### config.mk
export PLATFORM = sky130hd
export DESIGN_NAME = rle_sprite_double_span_blitter
export DESIGN_NICKNAME = d
export VERILOG_FILES = /design/src/hw/rtl/rsdsb_pkg.sv /design/src/hw/rtl/rle_sprite_double_span_blitter.sv /design/src/hw/rtl/rsdsb_csr.sv /design/src/hw/rtl/rsdsb_span.sv
export SDC_FILE = /design/constraint.sdc
export NUM_CORES = 1
export LEC_CHECK = 0
export ABC_AREA = 1
export BUFFER_PORTS_ARGS = -buffer_cell sky130_fd_sc_hd__buf_2
export CAP_MARGIN = 20
export CORE_ASPECT_RATIO = 0.6
export CORE_MARGIN = 3
export CORE_UTILIZATION = 53
export DETAILED_ROUTE_END_ITERATION = 6
export PLACE_DENSITY_LB_ADDON = 0.08
export SLEW_MARGIN = 15
export SYNTH_ARGS = -nofsm -noshare
export SYNTH_HDL_FRONTEND = slang
export SYNTH_SLANG_ARGS = --single-unit
### constraint.sdc
create_clock -name clock -period 7.05 [get_ports clock]
set_input_delay 1.41 -clock clock [delete_from_list [all_inputs] [get_ports clock]]
set_output_delay 1.41 -clock clock [all_outputs]
set_load 0.1 [all_outputs]
### src/hw/rtl/rsdsb_pkg.sv
// Types and constants for the double-size run-length sprite span blitter.
// No dependencies.
package rsdsb_pkg;

   localparam int CsrIndexWidth = 3;
   localparam int CsrDataWidth  = 13;

   typedef enum logic [CsrIndexWidth-1:0] {
      CSR_WINDOW_LEFT  = 3'd0,
      CSR_WINDOW_TOP   = 3'd1,
      CSR_WINDOW_WIDTH = 3'd2,
      CSR_SPRITE_LEFT  = 3'd3,
      CSR_SPRITE_TOP   = 3'd4,
      CSR_SPRITE_ROWS  = 3'd5,
      CSR_DRAW_COLOUR  = 3'd6
   } csr_index_type;

   typedef struct packed {
      logic signed [7:0] code_byte;
      logic              first_byte;
   } req_type;

   typedef struct packed {
      logic [12:0] span_row;
      logic [12:0] span_column;
      logic [7:0]  span_length;
      logic [7:0]  span_colour;
   } rsp_type;

   typedef struct packed {
      logic [11:0]        window_left;
      logic [11:0]        window_top;
      logic [12:0]        window_width;
      logic signed [12:0] sprite_left;
      logic signed [12:0] sprite_top;
      logic [7:0]         sprite_rows;
      logic [7:0]         draw_colour;
   } cfg_type;

   // row-level decode state carried from item to item
   typedef struct packed {
      logic [7:0] row_index;
      logic [6:0] literal_bytes_left;
      logic       sprite_finished;
   } seq_type;

endpackage

### src/hw/rtl/rle_sprite_double_span_blitter.sv
// Two register stages: an input register and an output register.
// Throughput: one item per cycle unless a held result stalls the input.
// A held result stalls the input once the input register is also full.
// Reset (synchronous): config cleared to zero, decoder idle until a first byte.
// Depends on rsdsb_pkg, rsdsb_csr and rsdsb_span.
module rle_sprite_double_span_blitter #(
   parameter int COORD_LIMIT = 4096
) (
   input  logic                                clock,
   input  logic                                reset,
   input  logic                                req_valid,
   output logic                                req_ready,
   input  rsdsb_pkg::req_type                  req_data,
   output logic                                rsp_valid,
   input  logic                                rsp_ready,
   output rsdsb_pkg::rsp_type                  rsp_data,
   input  logic                                csr_valid,
   output logic                                csr_ready,
   input  logic [rsdsb_pkg::CsrIndexWidth-1:0] csr_index,
   input  logic [rsdsb_pkg::CsrDataWidth-1:0]  csr_data
);
   import rsdsb_pkg::*;

   localparam int COW = $clog2(2 * COORD_LIMIT + 1);

   cfg_type        cfg;
   logic           in_valid_ff;
   logic           in_valid_in;
   req_type        in_item_ff;
   req_type        in_item_in;
   logic           out_valid_ff;
   logic           out_valid_in;
   rsp_type        out_item_ff;
   rsp_type        out_item_in;
   seq_type        seq_ff;
   seq_type        seq_in;
   logic [COW-1:0] col_ff;
   logic [COW-1:0] col_in;
   seq_type        seq_next;
   logic [COW-1:0] col_next;
   logic           span_hit;
   rsp_type        span;
   logic           advance;
   logic           process;

   rsdsb_csr u_csr (
      .clock     (clock),
      .reset     (reset),
      .csr_valid (csr_valid),
      .csr_ready (csr_ready),
      .csr_index (csr_index),
      .csr_data  (csr_data),
      .cfg       (cfg)
   );

   rsdsb_span #(
      .COORD_LIMIT (COORD_LIMIT)
   ) u_span (
      .item       (in_item_ff),
      .cfg        (cfg),
      .seq        (seq_ff),
      .col_offset (col_ff),
      .seq_next   (seq_next),
      .col_next   (col_next),
      .span_hit   (span_hit),
      .span       (span)
   );

   assign advance   = !out_valid_ff || rsp_ready;
   assign process   = in_valid_ff && advance;
   assign req_ready = !reset && (!in_valid_ff || advance);
   assign rsp_valid = out_valid_ff;
   assign rsp_data  = out_item_ff;

   always_comb begin
      in_valid_in  = in_valid_ff;
      in_item_in   = in_item_ff;
      out_valid_in = out_valid_ff;
      out_item_in  = out_item_ff;
      seq_in       = seq_ff;
      col_in       = col_ff;
      if (process) begin
         in_valid_in = 1'b0;
         seq_in      = seq_next;
         col_in      = col_next;
      end
      if (req_valid && req_ready) begin
         in_valid_in = 1'b1;
         in_item_in  = req_data;
      end
      if (advance) begin
         out_valid_in = process && span_hit;
         out_item_in  = span;
      end
   end

   always_ff @(posedge clock) begin
      if (reset) begin
         in_valid_ff            <= 1'b0;
         out_valid_ff           <= 1'b0;
         col_ff                 <= '0;
         seq_ff.row_index          <= '0;
         seq_ff.literal_bytes_left <= '0;
         seq_ff.sprite_finished    <= 1'b1;
      end else begin
         in_valid_ff  <= in_valid_in;
         out_valid_ff <= out_valid_in;
         col_ff       <= col_in;
         seq_ff       <= seq_in;
      end
   end

   always_ff @(posedge clock) begin
      in_item_ff  <= in_item_in;
      out_item_ff <= out_item_in;
   end

endmodule

### src/hw/rtl/rsdsb_csr.sv
// Configuration register file for the span blitter.
// Depends on rsdsb_pkg.
module rsdsb_csr (
   input  logic                                clock,
   input  logic                                reset,
   input  logic                                csr_valid,
   output logic                                csr_ready,
   input  logic [rsdsb_pkg::CsrIndexWidth-1:0] csr_index,
   input  logic [rsdsb_pkg::CsrDataWidth-1:0]  csr_data,
   output rsdsb_pkg::cfg_type                  cfg
);
   import rsdsb_pkg::*;

   cfg_type cfg_ff;
   cfg_type cfg_in;

   assign csr_ready = 1'b1;
   assign cfg       = cfg_ff;

   always_comb begin
      cfg_in = cfg_ff;
      if (csr_valid) begin
         case (csr_index)
            CSR_WINDOW_LEFT:  cfg_in.window_left  = csr_data[11:0];
            CSR_WINDOW_TOP:   cfg_in.window_top   = csr_data[11:0];
            CSR_WINDOW_WIDTH: cfg_in.window_width = csr_data;
            CSR_SPRITE_LEFT:  cfg_in.sprite_left  = $signed(csr_data);
            CSR_SPRITE_TOP:   cfg_in.sprite_top   = $signed(csr_data);
            CSR_SPRITE_ROWS:  cfg_in.sprite_rows  = csr_data[7:0];
            CSR_DRAW_COLOUR:  cfg_in.draw_colour  = csr_data[7:0];
            default:          cfg_in = cfg_ff;
         endcase
      end
   end

   always_ff @(posedge clock) begin
      if (reset) begin
         cfg_ff <= '0;
      end else begin
         cfg_ff <= cfg_in;
      end
   end

endmodule

### src/hw/rtl/rsdsb_span.sv
// Per-item decode step: updates row/column state and forms the clipped span.
// Depends on rsdsb_pkg.
module rsdsb_span #(
   parameter int COORD_LIMIT = 4096
) (
   input  rsdsb_pkg::req_type                                 item,
   input  rsdsb_pkg::cfg_type                                 cfg,
   input  rsdsb_pkg::seq_type                                 seq,
   input  logic [$clog2(2*COORD_LIMIT+1)-1:0]                 col_offset,
   output rsdsb_pkg::seq_type                                 seq_next,
   output logic [$clog2(2*COORD_LIMIT+1)-1:0]                 col_next,
   output logic                                               span_hit,
   output rsdsb_pkg::rsp_type                                 span
);
   import rsdsb_pkg::*;

   localparam int ColMax = 2 * COORD_LIMIT;
   localparam int COW    = $clog2(ColMax + 1);
   localparam int SW     = ((COW > 14) ? COW : 14) + 2;

   logic [COW-1:0]       co_eff;
   seq_type              seq_eff;
   logic [8:0]           mag;
   logic [COW:0]         adv_sum;
   logic [COW-1:0]       adv_col;
   logic signed [SW-1:0] start_col;
   logic signed [SW-1:0] stop_col;
   logic signed [SW-1:0] win_lo;
   logic signed [SW-1:0] win_hi;
   logic signed [SW-1:0] clip_lo;
   logic signed [SW-1:0] clip_hi;
   logic signed [SW-1:0] clip_len;
   logic [7:0]           row_inc;

   always_comb begin
      // a first byte restarts the sprite before the byte is decoded
      if (item.first_byte) begin
         co_eff                     = '0;
         seq_eff.row_index          = '0;
         seq_eff.literal_bytes_left = '0;
         seq_eff.sprite_finished    = (cfg.sprite_rows == 8'd0);
      end else begin
         co_eff  = col_offset;
         seq_eff = seq;
      end

      mag = item.code_byte[7] ? (9'd0 - {item.code_byte[7], item.code_byte})
                              : {1'b0, item.code_byte};

      // advance by twice the magnitude, saturating at 2 * COORD_LIMIT
      adv_sum = {1'b0, co_eff} + (COW+1)'({mag, 1'b0});
      adv_col = (adv_sum > (COW+1)'(ColMax)) ? COW'(ColMax) : adv_sum[COW-1:0];

      start_col = $signed({{(SW-12){1'b0}}, cfg.window_left})
                + $signed({{(SW-13){cfg.sprite_left[12]}}, cfg.sprite_left})
                + $signed({{(SW-COW){1'b0}}, co_eff});
      stop_col  = start_col + $signed({{(SW-10){1'b0}}, mag, 1'b0});
      win_lo    = $signed({{(SW-12){1'b0}}, cfg.window_left});
      win_hi    = win_lo + $signed({{(SW-13){1'b0}}, cfg.window_width});
      clip_lo   = (start_col > win_lo) ? start_col : win_lo;
      clip_hi   = (stop_col < win_hi) ? stop_col : win_hi;
      clip_len  = clip_hi - clip_lo;

      row_inc = seq_eff.row_index + 8'd1;

      seq_next = seq_eff;
      col_next = co_eff;
      span_hit = 1'b0;

      if (seq_eff.sprite_finished) begin
         seq_next = seq_eff;
      end else if (seq_eff.row_index >= cfg.sprite_rows) begin
         seq_next.sprite_finished = 1'b1;
      end else if (seq_eff.literal_bytes_left != 7'd0) begin
         seq_next.literal_bytes_left = seq_eff.literal_bytes_left - 7'd1;
      end else if (item.code_byte == 8'sd0) begin
         // end of row
         col_next                    = '0;
         seq_next.row_index          = row_inc;
         seq_next.literal_bytes_left = '0;
         seq_next.sprite_finished    = (row_inc >= cfg.sprite_rows);
      end else if (item.code_byte[7]) begin
         col_next = adv_col;
      end else begin
         // run: the pixel bytes that follow are swallowed
         col_next                    = adv_col;
         seq_next.literal_bytes_left = item.code_byte[6:0];
         span_hit                    = (clip_hi > clip_lo);
      end

      span.span_row    = {1'b0, cfg.window_top} + $unsigned(cfg.sprite_top)
                       + {4'd0, seq_eff.row_index, 1'b0};
      span.span_column = clip_lo[12:0];
      span.span_length = clip_len[7:0];
      span.span_colour = cfg.draw_colour;
   end

endmodule

==> results.json, run 1 <==
{
  "result_of_the_run": "finished, final reports clean",
  "final_common_cell": "sky130_fd_sc_hd__nand2_1",
  "drc": 0,
  "path_buf_inv": 2,
  "cell_class_contributing_the_biggest_share_of_worst_path_delay": "simple AND/OR/NAND/NOR gates",
  "ios": 75,
  "fin_skew_ps": 17.1,
  "layout.core_utilization_pct": 62.5,
  "cp_slowest_stage_delay_ps": 360,
  "total_die_area_sq_um": 24700,
  "p_per_area_nw_per_um2": 239,
  "fp.dieW_um": 201,
  "first_iter_violations": 1098,
  "yosysUniqueCellTypes": 48,
  "hp-class": "flip-flop to flip-flop",
  "start_util_pct": 54.4,
  "worst-endpoint-required_ps": 7440,
  "clockRootBuffer": "sky130_fd_sc_hd__clkbuf_16",
  "final_period_utilization_pct": 94.4,
  "hpwl_um": 27700,
  "synth-async-reset-ratio_pct": 0,
  "finish.net_count": 1931,
  "synth.yosys.seq_area_share_pct": 31.0,
  "synthTopCellsByArea": "sky130_fd_sc_hd__dfxtp_1 18%, sky130_fd_sc_hd__ha_1 14%, sky130_fd_sc_hd__edfxtp_1 13%",
  "cts_tree": "yes",
  "grt_antenna_before_repair": 0,
  "yosysTopAreaCellShare_pct": 18.4,
  "placement_rows": 42,
  "grt_util_all_layers_pct": 29.5,
  "via_per_inst": 5.52,
  "num_antenna_cells": 0,
  "period_minus_slack_ps": 6660,
  "finalWeightedCongestion": 0.959,
  "cts_max_level": 4,
  "number_of_synthesized_flops_with_an_enable_pin": 51,
  "layout.filler_cells": 2021,
  "cp.arrival_ps": 7050,
  "slew-limit-headroom_pct": 39.9,
  "num_vias": 11400,
  "crit_end_category": "flip-flop",
  "timing.max_cap.violations": 0,
  "drt_pre_antenna_iters": 6,
  "numCtsBuffers": 17,
  "worstSkewPairLatency_ps": 450,
  "port-buffer-count": 73,
  "drive_gt1_share_pct": 15.4,
  "most-common-layout-cells": "268 x sky130_fd_sc_hd__nand2_1, 209 x sky130_fd_sc_hd__nor2_1, 181 x sky130_fd_sc_hd__inv_1",
  "floorplan.core_area_sq_um": 22200,
  "cts-root-to-sink-buffers": 2,
  "wire_length_of_the_first_global_routing_pass_um": 57100,
  "finalHoldViolations": 0,
  "power.leakage_nw": 6.75,
  "slew_viol_final": 0,
  "synth.yosys.warnings": 0,
  "area_growth_syn_to_layout_pct": 14.9,
  "max_slew.worst_pin.slew_ps": 898,
  "detail_route.wirelength_um": 36200,
  "avgSynthCellArea_sq_um": 7.33,
  "max_freq_mhz": 150,
  "synth_area_leader_cell": "sky130_fd_sc_hd__dfxtp_1",
  "slowest_stage": "sky130_fd_sc_hd__ha_1",
  "ys_seq_elements": 162,
  "setup_viol_count_final": 0,
  "timing.setup.critical_path_class": "flip-flop to flip-flop",
  "cts.sink_count": 162,
  "synth.cell_area_sq_um": 12100,
  "gr-total-overflow": 0,
  "drt-wirelength-per-cell_um": 17.5,
  "worst_setup_hold_path_clk_slew_ps": 80,
  "chipHeight_um": 123,
  "dp_worst_setup_slack_ps": -16.4,
  "gate_count_after_technology_mapping": 1650,
  "setup_slack_ps": 391,
  "remaining_antenna_violation_count_after_routing": 0,
  "vias_in_the_first_global_route": 10400,
  "worst_ir_drop_on_vdd_v": 0.000276,
  "timing.critical_path.from_type": "flip-flop",
  "grt_start_max_net_pins": 94,
  "cts_hold_buf": 0,
  "synth_flop_cell": "sky130_fd_sc_hd__dfxtp_1",
  "highest_net_fanout_along_the_worst_path": 17
}
-- state kept, by name, indices dropped and copies added, names as in the netlist --
name and flops:
col_ff 14, u_csr.cfg 79, rsp_valid 1, seq_ff 16
rsp_data 42, in_item_ff 9, in_valid_ff 1
-- per-layer routing --
layer	part of all wire (%)	up-vias	wire, um	GRT usage, %
met5	0	-	0	0
met4	1.2	0	434	5.83
met3	11	31	4050	9.18
met2	36	455	13200	37.9
met1	51	5253	18500	46.9
li1	-	5698	-	-
-- area by class of cell --
cell class                      instances  area (sq um)  share of cell area (%)
Multi-Input combinational cell       1244          7660                    55.2
Timing Repair Buffer                  121           731                    5.26
Inverter                              205           772                    5.56
Sequential cell                       162          3760                    27.0
Clock buffer                           19           443                    3.19
Tap cell                              308           385                    2.77
Clock inverter                         13           144                    1.04
-- path summary, 6_finish.rpt --
path / cells after the start / startpoint / end / slack, ps
max: 32 / u_csr.cfg[32]$_SDFFE_PP0P_ / rsp_valid$_SDFFE_PP0N_ / 390
min: 0 / u_csr.cfg[7]$_SDFFE_PP0P_ / rsp_data[7]$_DFFE_PN_ / 430
max reg2reg: 32 / u_csr.cfg[32]$_SDFFE_PP0P_ / rsp_valid$_SDFFE_PP0N_ / 390
min reg2reg: 0 / u_csr.cfg[7]$_SDFFE_PP0P_ / rsp_data[7]$_DFFE_PN_ / 430
-- where the power goes --
part           internal [mW]  switching, mW  leakage (nW)
Combinational          0.368          0.899          4.97
Sequential              1.05         0.0292          1.49
Clock                  0.539          0.432         0.291
Total                   1.96           1.36          6.75
-- per-stage QoR --
step / TNS, ps / hold WS (ps) / power [mW] / area [sq um] / instances
after detailed placement: -16.4 / 412 / 2.27 / 13000 / 2032
final: 0 / 426 / 3.32 / 13900 / 2072
after global placement: 0 / 408 / 2.27 / 13000 / 2031
after floorplan: 0 / 403 / 2.00 / 12100 / 1652
after global routing: -87.1 / 436 / 3.47 / 13900 / 2072
after CTS: 0 / 428 / 3.25 / 13600 / 2064
-- kinds of logic (layout without fill, tap and decap cells) --
| kind of cell | Yosys count | after routing | synth area share [%] |
|---|---|---|---|
| XOR/XNOR | 73 | 73 | 5.29 |
| buffers and inverters | 246 | 358 | 7.98 |
| AO/OA/AOI/OAI | 355 | 355 | 15.4 |
| other | 2 | 4 | 0.0621 |
| adder cells (fa/ha/maj) | 150 | 150 | 16.5 |
| AND/OR/NAND/NOR | 662 | 662 | 23.8 |
| flip-flops | 162 | 162 | 31.0 |
-- repair_timing --
action / CTS / global route
resized for setup: 3 / 62
pin swaps: 0 / 21
endpoints found under the setup margin: 2 / 8
setup buffers: 0 / 8
-- Yosys cell counts, types with 3 or more instances --
master / instances
sky130_fd_sc_hd__nand3_1: 91
sky130_fd_sc_hd__nor2_2: 4
sky130_fd_sc_hd__buf_2: 3
sky130_fd_sc_hd__nor2_4: 7
sky130_fd_sc_hd__xor2_1: 44
sky130_fd_sc_hd__inv_1: 184
sky130_fd_sc_hd__o211ai_1: 3
sky130_fd_sc_hd__nand3b_1: 4
sky130_fd_sc_hd__o21ai_0: 159
sky130_fd_sc_hd__o21bai_1: 5
sky130_fd_sc_hd__clkbuf_1: 32
sky130_fd_sc_hd__nand2_2: 22
sky130_fd_sc_hd__o21a_1: 3
sky130_fd_sc_hd__nand2_1: 274
sky130_fd_sc_hd__a211oi_1: 3
sky130_fd_sc_hd__nand4_1: 23
sky130_fd_sc_hd__nor2_1: 210
sky130_fd_sc_hd__dfxtp_1: 111
sky130_fd_sc_hd__xnor2_1: 29
sky130_fd_sc_hd__ha_1: 135
sky130_fd_sc_hd__fa_1: 15
sky130_fd_sc_hd__o21ai_1: 7
sky130_fd_sc_hd__a31oi_1: 3
sky130_fd_sc_hd__o2111ai_1: 3
sky130_fd_sc_hd__nor3_1: 16
sky130_fd_sc_hd__nand2_4: 3
sky130_fd_sc_hd__inv_2: 20
sky130_fd_sc_hd__a21oi_1: 158
sky130_fd_sc_hd__nand3_2: 3
sky130_fd_sc_hd__edfxtp_1: 51
(Power assumes the default switching activity.)
==> run 2: changes to the inputs <==
- MAX_ROUTING_LAYER: unset -> met4
==> results.json, run 2 (synthesized netlist as in run 1, its figures left out) <==
{
  "cp.arrival_ps": 7050,
  "cts.sink_count": 162,
  "clockRootBuffer": "sky130_fd_sc_hd__clkbuf_16",
  "fin_skew_ps": 16.6,
  "period_minus_slack_ps": 6670,
  "first_iter_violations": 957,
  "slew_viol_final": 0,
  "placement_rows": 42,
  "worst_ir_drop_on_vdd_v": 0.000289,
  "clockPowerShare_pct": 27.5,
  "port-buffer-count": 73,
  "start_util_pct": 54.4,
  "via_per_inst": 5.44,
  "grt_use_met3_pct": 8.58,
  "num_antenna_cells": 0,
  "timing.critical_path.from_type": "flip-flop",
  "p_per_area_nw_per_um2": 232,
  "max_freq_mhz": 150,
  "area_growth_syn_to_layout_pct": 14.2,
  "result_of_the_run": "finished, final reports clean",
  "cts_max_level": 4,
  "total_die_area_sq_um": 24700,
  "max_slew.worst_pin.slew_ps": 929,
  "hp-class": "flip-flop to flip-flop",
  "finish.net_count": 1933,
  "cts-root-to-sink-buffers": 2,
  "ff2ff_setup_slack_ps": 380,
  "ios": 75,
  "combPwrFrac_pct": 38.9,
  "timing.setup.critical_path_class": "flip-flop to flip-flop",
  "busiest_layer": "met1",
  "gr-total-overflow": 0,
  "rr_endpoint": "rsp_valid$_SDFFE_PP0N_",
  "highest_net_fanout_along_the_worst_path": 17,
  "crit_end_category": "flip-flop",
  "power.share.switching_pct": 41.8,
  "setup_viol_count_final": 0,
  "timing.hold.worst_endpoint": "rsp_data[4]$_DFFE_PN_",
  "remaining_antenna_violation_count_after_routing": 0,
  "detail_route.wirelength_um": 35700,
  "num_vias": 11300,
  "worstSkewPairLatency_ps": 450,
  "cts_tree": "yes",
  "final_common_cell": "sky130_fd_sc_hd__nand2_1",
  "p_int_mw": 1.87,
  "grt.met2_usage_pct": 38.3,
  "multiInputGateArea_sq_um": 7620,
  "critical_path.most_common_cell": "sky130_fd_sc_hd__nand2_1",
  "dp.cells": 2034,
  "floorplan.core_area_sq_um": 22200,
  "hpwl_um": 27600,
  "largest_reg_flops": 79,
  "finalHoldViolations": 0,
  "grt.met1_usage_pct": 45.3,
  "drt_pre_antenna_iters": 6,
  "hold_path_depth": 0,
  "postPlaceCellArea_sq_um": 13000,
  "numCtsBuffers": 17,
  "grt_start_max_net_pins": 94,
  "chipHeight_um": 123,
  "most-common-layout-cells": "269 x sky130_fd_sc_hd__nand2_1, 210 x sky130_fd_sc_hd__nor2_1, 180 x sky130_fd_sc_hd__inv_1",
  "stdcell_area_sq_um": 13800,
  "vias_in_the_first_global_route": 10000,
  "worst_setup_hold_path_clk_slew_ps": 80,
  "finalWeightedCongestion": 0.988,
  "combined_flip_flop_and_latch_cell_area_sq_um": 3750,
  "layout.filler_cells": 2024,
  "post_layout_nonfiller_instances": 2074,
  "worst-endpoint-required_ps": 7440,
  "cp_slowest_stage_delay_ps": 370,
  "power.leakage_nw": 6.71,
  "proportion_of_power_drawn_by_flip_flops_and_latches_pct": 33.6,
  "drc": 0,
  "wire_length_of_the_first_global_routing_pass_um": 55700,
  "min-delay-start": "u_csr.cfg[4]$_SDFFE_PP0P_",
  "timing.max_cap.violations": 0,
  "grt_util_all_layers_pct": 29.9,
  "drt-wirelength-per-cell_um": 17.2,
  "fp.dieW_um": 201,
  "drive_gt1_share_pct": 14.9,
  "netSwitchingPower_mw": 1.34,
  "slew-limit-headroom_pct": 37.9,
  "slowest_stage": "sky130_fd_sc_hd__ha_1",
  "grt_antenna_before_repair": 0,
  "timing.reg2reg.worst_path_depth": 33,
  "regToRegStartpoint": "u_csr.cfg[32]$_SDFFE_PP0P_",
  "final_period_utilization_pct": 94.6
}
==> run 2: cell types whose count changed in the layout (fill, tap and decap cells not counted), sizes merged <==
cell	delta
buf	+2
clkinv	+1
clkinvlp	+2
bufinv	-2
inv	-1
==> run 2: repair_timing <==
item | 4_1_cts | 5_1_grt
setup buffers | 0 | 8
endpoints found under the setup margin | 0 | 8
hold buffers | 0 | 0
gates resized for setup | 0 | 54
==> run 2: worst max-delay path by stage <==
stage	endpoint	startpoint	cells past startpoint	slack, ps
2_1_floorplan	rsp_data[15]$_DFFE_PN_	u_csr.cfg[67]$_SDFFE_PP0P_	40	280
3_3_place_gp	rsp_valid$_SDFFE_PP0N_	u_csr.cfg[31]$_SDFFE_PP0P_	39	200
3_5_place_dp	rsp_data[15]$_DFFE_PN_	u_csr.cfg[29]$_SDFFE_PP0P_	39	70
4_1_cts	rsp_data[15]$_DFFE_PN_	u_csr.cfg[29]$_SDFFE_PP0P_	39	30
5_1_grt	rsp_valid$_SDFFE_PP0N_	u_csr.cfg[67]$_SDFFE_PP0P_	39	-30
6_report	rsp_valid$_SDFFE_PP0N_	u_csr.cfg[32]$_SDFFE_PP0P_	33	380
==> run 2: worst max-delay path, delay by kind of cell (launching register included) <==
kind,cells,cell delay [ps]
AOI/OAI and AO/OA,10,2020
DFF,1,340
xor gates and xnor gates,3,800
and+or+nand+nor,13,1640
adders and majority gates,5,1580
buffers and inverters,2,190
==> run 2: metal layers <==
metal | share of wire, % | wire [um]
met5 | 0 | 0
met4 | 1.0 | 361
met3 | 10 | 3600
met2 | 37 | 13200
met1 | 52 | 18500
==> run 2: area by class of cell <==
| cell class | count | share of cell area [%] |
|---|---|---|
| clock buffer | 19 | 3.13 |
| timing repair buffer | 123 | 5.39 |
| sequential | 162 | 27.2 |
| tap | 308 | 2.79 |
| clock inverter | 13 | 0.743 |
| inverter | 205 | 5.61 |
| multi-input combinational | 1244 | 55.2 |
==> run 2: stage by stage <==
step	setup slack [ps]	utilization, %	setup TNS (ps)	hold WS (ps)	power, mW
floorplan	284	-	0	403	2.00
global route	-28.3	62.2	-28.3	431	3.37
global placement	198	58.4	0	408	2.27
finish	382	62.2	0	432	3.21
detailed placement	65.6	58.4	0	413	2.27
CTS	30.0	60.8	0	426	3.16
==> run 2: power by group through the flow <==
stage / sequential, mW / clock [mW] / combinational, mW
2_1_floorplan: 1.41 / 0 / 0.584
3_3_place_gp: 1.10 / 0 / 1.17
3_5_place_dp: 1.10 / 0 / 1.17
4_1_cts: 1.08 / 0.901 / 1.18
5_1_grt: 1.09 / 0.937 / 1.34
6_report: 1.08 / 0.882 / 1.25
==> run 3: changes to the inputs <==
- BUFFER_PORTS_ARGS: -buffer_cell sky130_fd_sc_hd__buf_2 -> unset
- DONT_BUFFER_PORTS: unset -> 1
==> results.json, run 3 (synthesized netlist as in run 1, its figures left out) <==
{
  "result_of_the_run": "finished, final reports clean",
  "power.leakage_nw": 6.40,
  "num_antenna_cells": 0,
  "fin_worst_hold_slack_ps": 428,
  "drt_pre_antenna_iters": 5,
  "regToRegStartpoint": "u_csr.cfg[67]$_SDFFE_PP0P_",
  "final_common_cell": "sky130_fd_sc_hd__nand2_1",
  "cts_tree": "yes",
  "placement_rows": 42,
  "finalHoldViolations": 0,
  "dp_worst_setup_slack_ps": -18.1,
  "min-delay-start": "u_csr.cfg[5]$_SDFFE_PP0P_",
  "layout.filler_cells": 2048,
  "timing.critical_path.from_type": "flip-flop",
  "finalWeightedCongestion": 0.957,
  "max_freq_mhz": 150,
  "ios": 75,
  "critical_path.most_common_cell": "sky130_fd_sc_hd__nand2_1",
  "hpwl_um": 27900,
  "worstSkewPairLatency_ps": 450,
  "cts-root-to-sink-buffers": 2,
  "worst_ir_drop_on_vdd_v": 0.000284,
  "crit_end_category": "flip-flop",
  "grt_util_all_layers_pct": 30.5,
  "detail_route.wirelength_um": 36500,
  "finish.net_count": 1859,
  "num_vias": 11200,
  "floorplan.core_area_sq_um": 22200,
  "first_iter_violations": 1169,
  "drt-wirelength-per-cell_um": 18.2,
  "max_slew.worst_pin.slew_ps": 944,
  "worst-endpoint-required_ps": 7440,
  "fin_skew_ps": 14.7,
  "cts.sink_count": 162,
  "final_period_utilization_pct": 94.7,
  "crit_path_start": "u_csr.cfg[67]$_SDFFE_PP0P_",
  "numCtsBuffers": 17,
  "cp_slowest_stage_delay_ps": 460,
  "cts_max_level": 4,
  "via_per_inst": 5.58,
  "slew-limit-headroom_pct": 37.2,
  "drive_gt1_share_pct": 11.2,
  "setup_viol_count_final": 0,
  "wire_length_of_the_first_global_routing_pass_um": 56700,
  "p_per_area_nw_per_um2": 243,
  "timing.max_cap.violations": 0,
  "remaining_antenna_violation_count_after_routing": 0,
  "start_util_pct": 54.4,
  "slowest_stage": "sky130_fd_sc_hd__fa_2",
  "largest_reg_flops": 79,
  "slew_viol_final": 0,
  "chipHeight_um": 123,
  "fp.dieW_um": 201,
  "cts_hold_buf": 0,
  "hp-class": "flip-flop to flip-flop",
  "drc": 0,
  "setup_slack_ps": 372,
  "total_die_area_sq_um": 24700,
  "gr-total-overflow": 0,
  "worst_setup_hold_path_clk_slew_ps": 80,
  "period_minus_slack_ps": 6680,
  "post-layout-total-power_mw": 3.28,
  "most-common-layout-cells": "267 x sky130_fd_sc_hd__nand2_1, 208 x sky130_fd_sc_hd__nor2_1, 181 x sky130_fd_sc_hd__inv_1",
  "timing.setup.critical_path_class": "flip-flop to flip-flop",
  "vias_in_the_first_global_route": 10200,
  "clockRootBuffer": "sky130_fd_sc_hd__clkbuf_16",
  "grt_start_max_net_pins": 94,
  "highest_net_fanout_along_the_worst_path": 7,
  "area_growth_syn_to_layout_pct": 11.7,
  "port-buffer-count": 0,
  "cp.arrival_ps": 7070,
  "grt_antenna_before_repair": 0
}
run 3: layout make-up:
cell class / instances / area (sq um) / share of cell area (%)
inverter: 205 / 772 / 5.72
tap: 308 / 385 / 2.85
clock buffer: 20 / 457 / 3.38
sequential: 162 / 3750 / 27.8
multi-input combinational: 1244 / 7590 / 56.2
timing repair buffer: 49 / 398 / 2.95
clock inverter: 12 / 146 / 1.08
run 3: stage by stage:
stage	cells	utilization, %	area (sq um)	TNS, ps
2_1_floorplan	1652	-	12100	0
3_3_place_gp	1959	56.7	12600	0
6_report	2000	60.8	13500	0
3_5_place_dp	1959	56.7	12600	-18.1
4_1_cts	1991	59.5	13200	0
5_1_grt	2000	60.8	13500	-43.3
run 3: metal layers:
| layer | GRT usage [%] | share of wire (%) | vias up |
|---|---|---|---|
| met1 | 45.9 | 51 | 5180 |
| met5 | - | 0 | - |
| met2 | 38.2 | 36 | 425 |
| met3 | 10.8 | 11 | 35 |
| li1 | - | - | 5526 |
| met4 | 6.44 | 1.4 | 0 |
run 3: final timing paths:
| check | end | slack (ps) | cells after the start |
|---|---|---|---|
| setup reg to reg | rsp_valid$_SDFFE_PP0N_ | 370 | 39 |
| setup / recovery | rsp_valid$_SDFFE_PP0N_ | 370 | 39 |
| hold reg to reg | rsp_data[5]$_DFFE_PN_ | 430 | 0 |
| hold / removal | rsp_data[5]$_DFFE_PN_ | 430 | 0 |
run 3: worst max-delay path: cells and delay by family (launching register included):
family / cells / cell delay, ps
xor+xnor: 4 / 810
fa+ha+maj: 8 / 2340
buf+inv: 3 / 370
flops: 1 / 330
simple gates: 13 / 1140
compound gates: 11 / 1620
run 3: power breakdown:
part | total [mW] | internal (mW) | switching (mW)
Sequential | 1.41 | 1.05 | 0.353
Combinational | 0.883 | 0.332 | 0.551
Clock | 0.993 | 0.550 | 0.443
run 3: timing repair:
item,4_1_cts,5_1_grt
endpoints found under the setup margin,2,8
pin swaps,0,16
hold endpoints to repair,0,0
resized for setup,2,51
buffers inserted,0,6
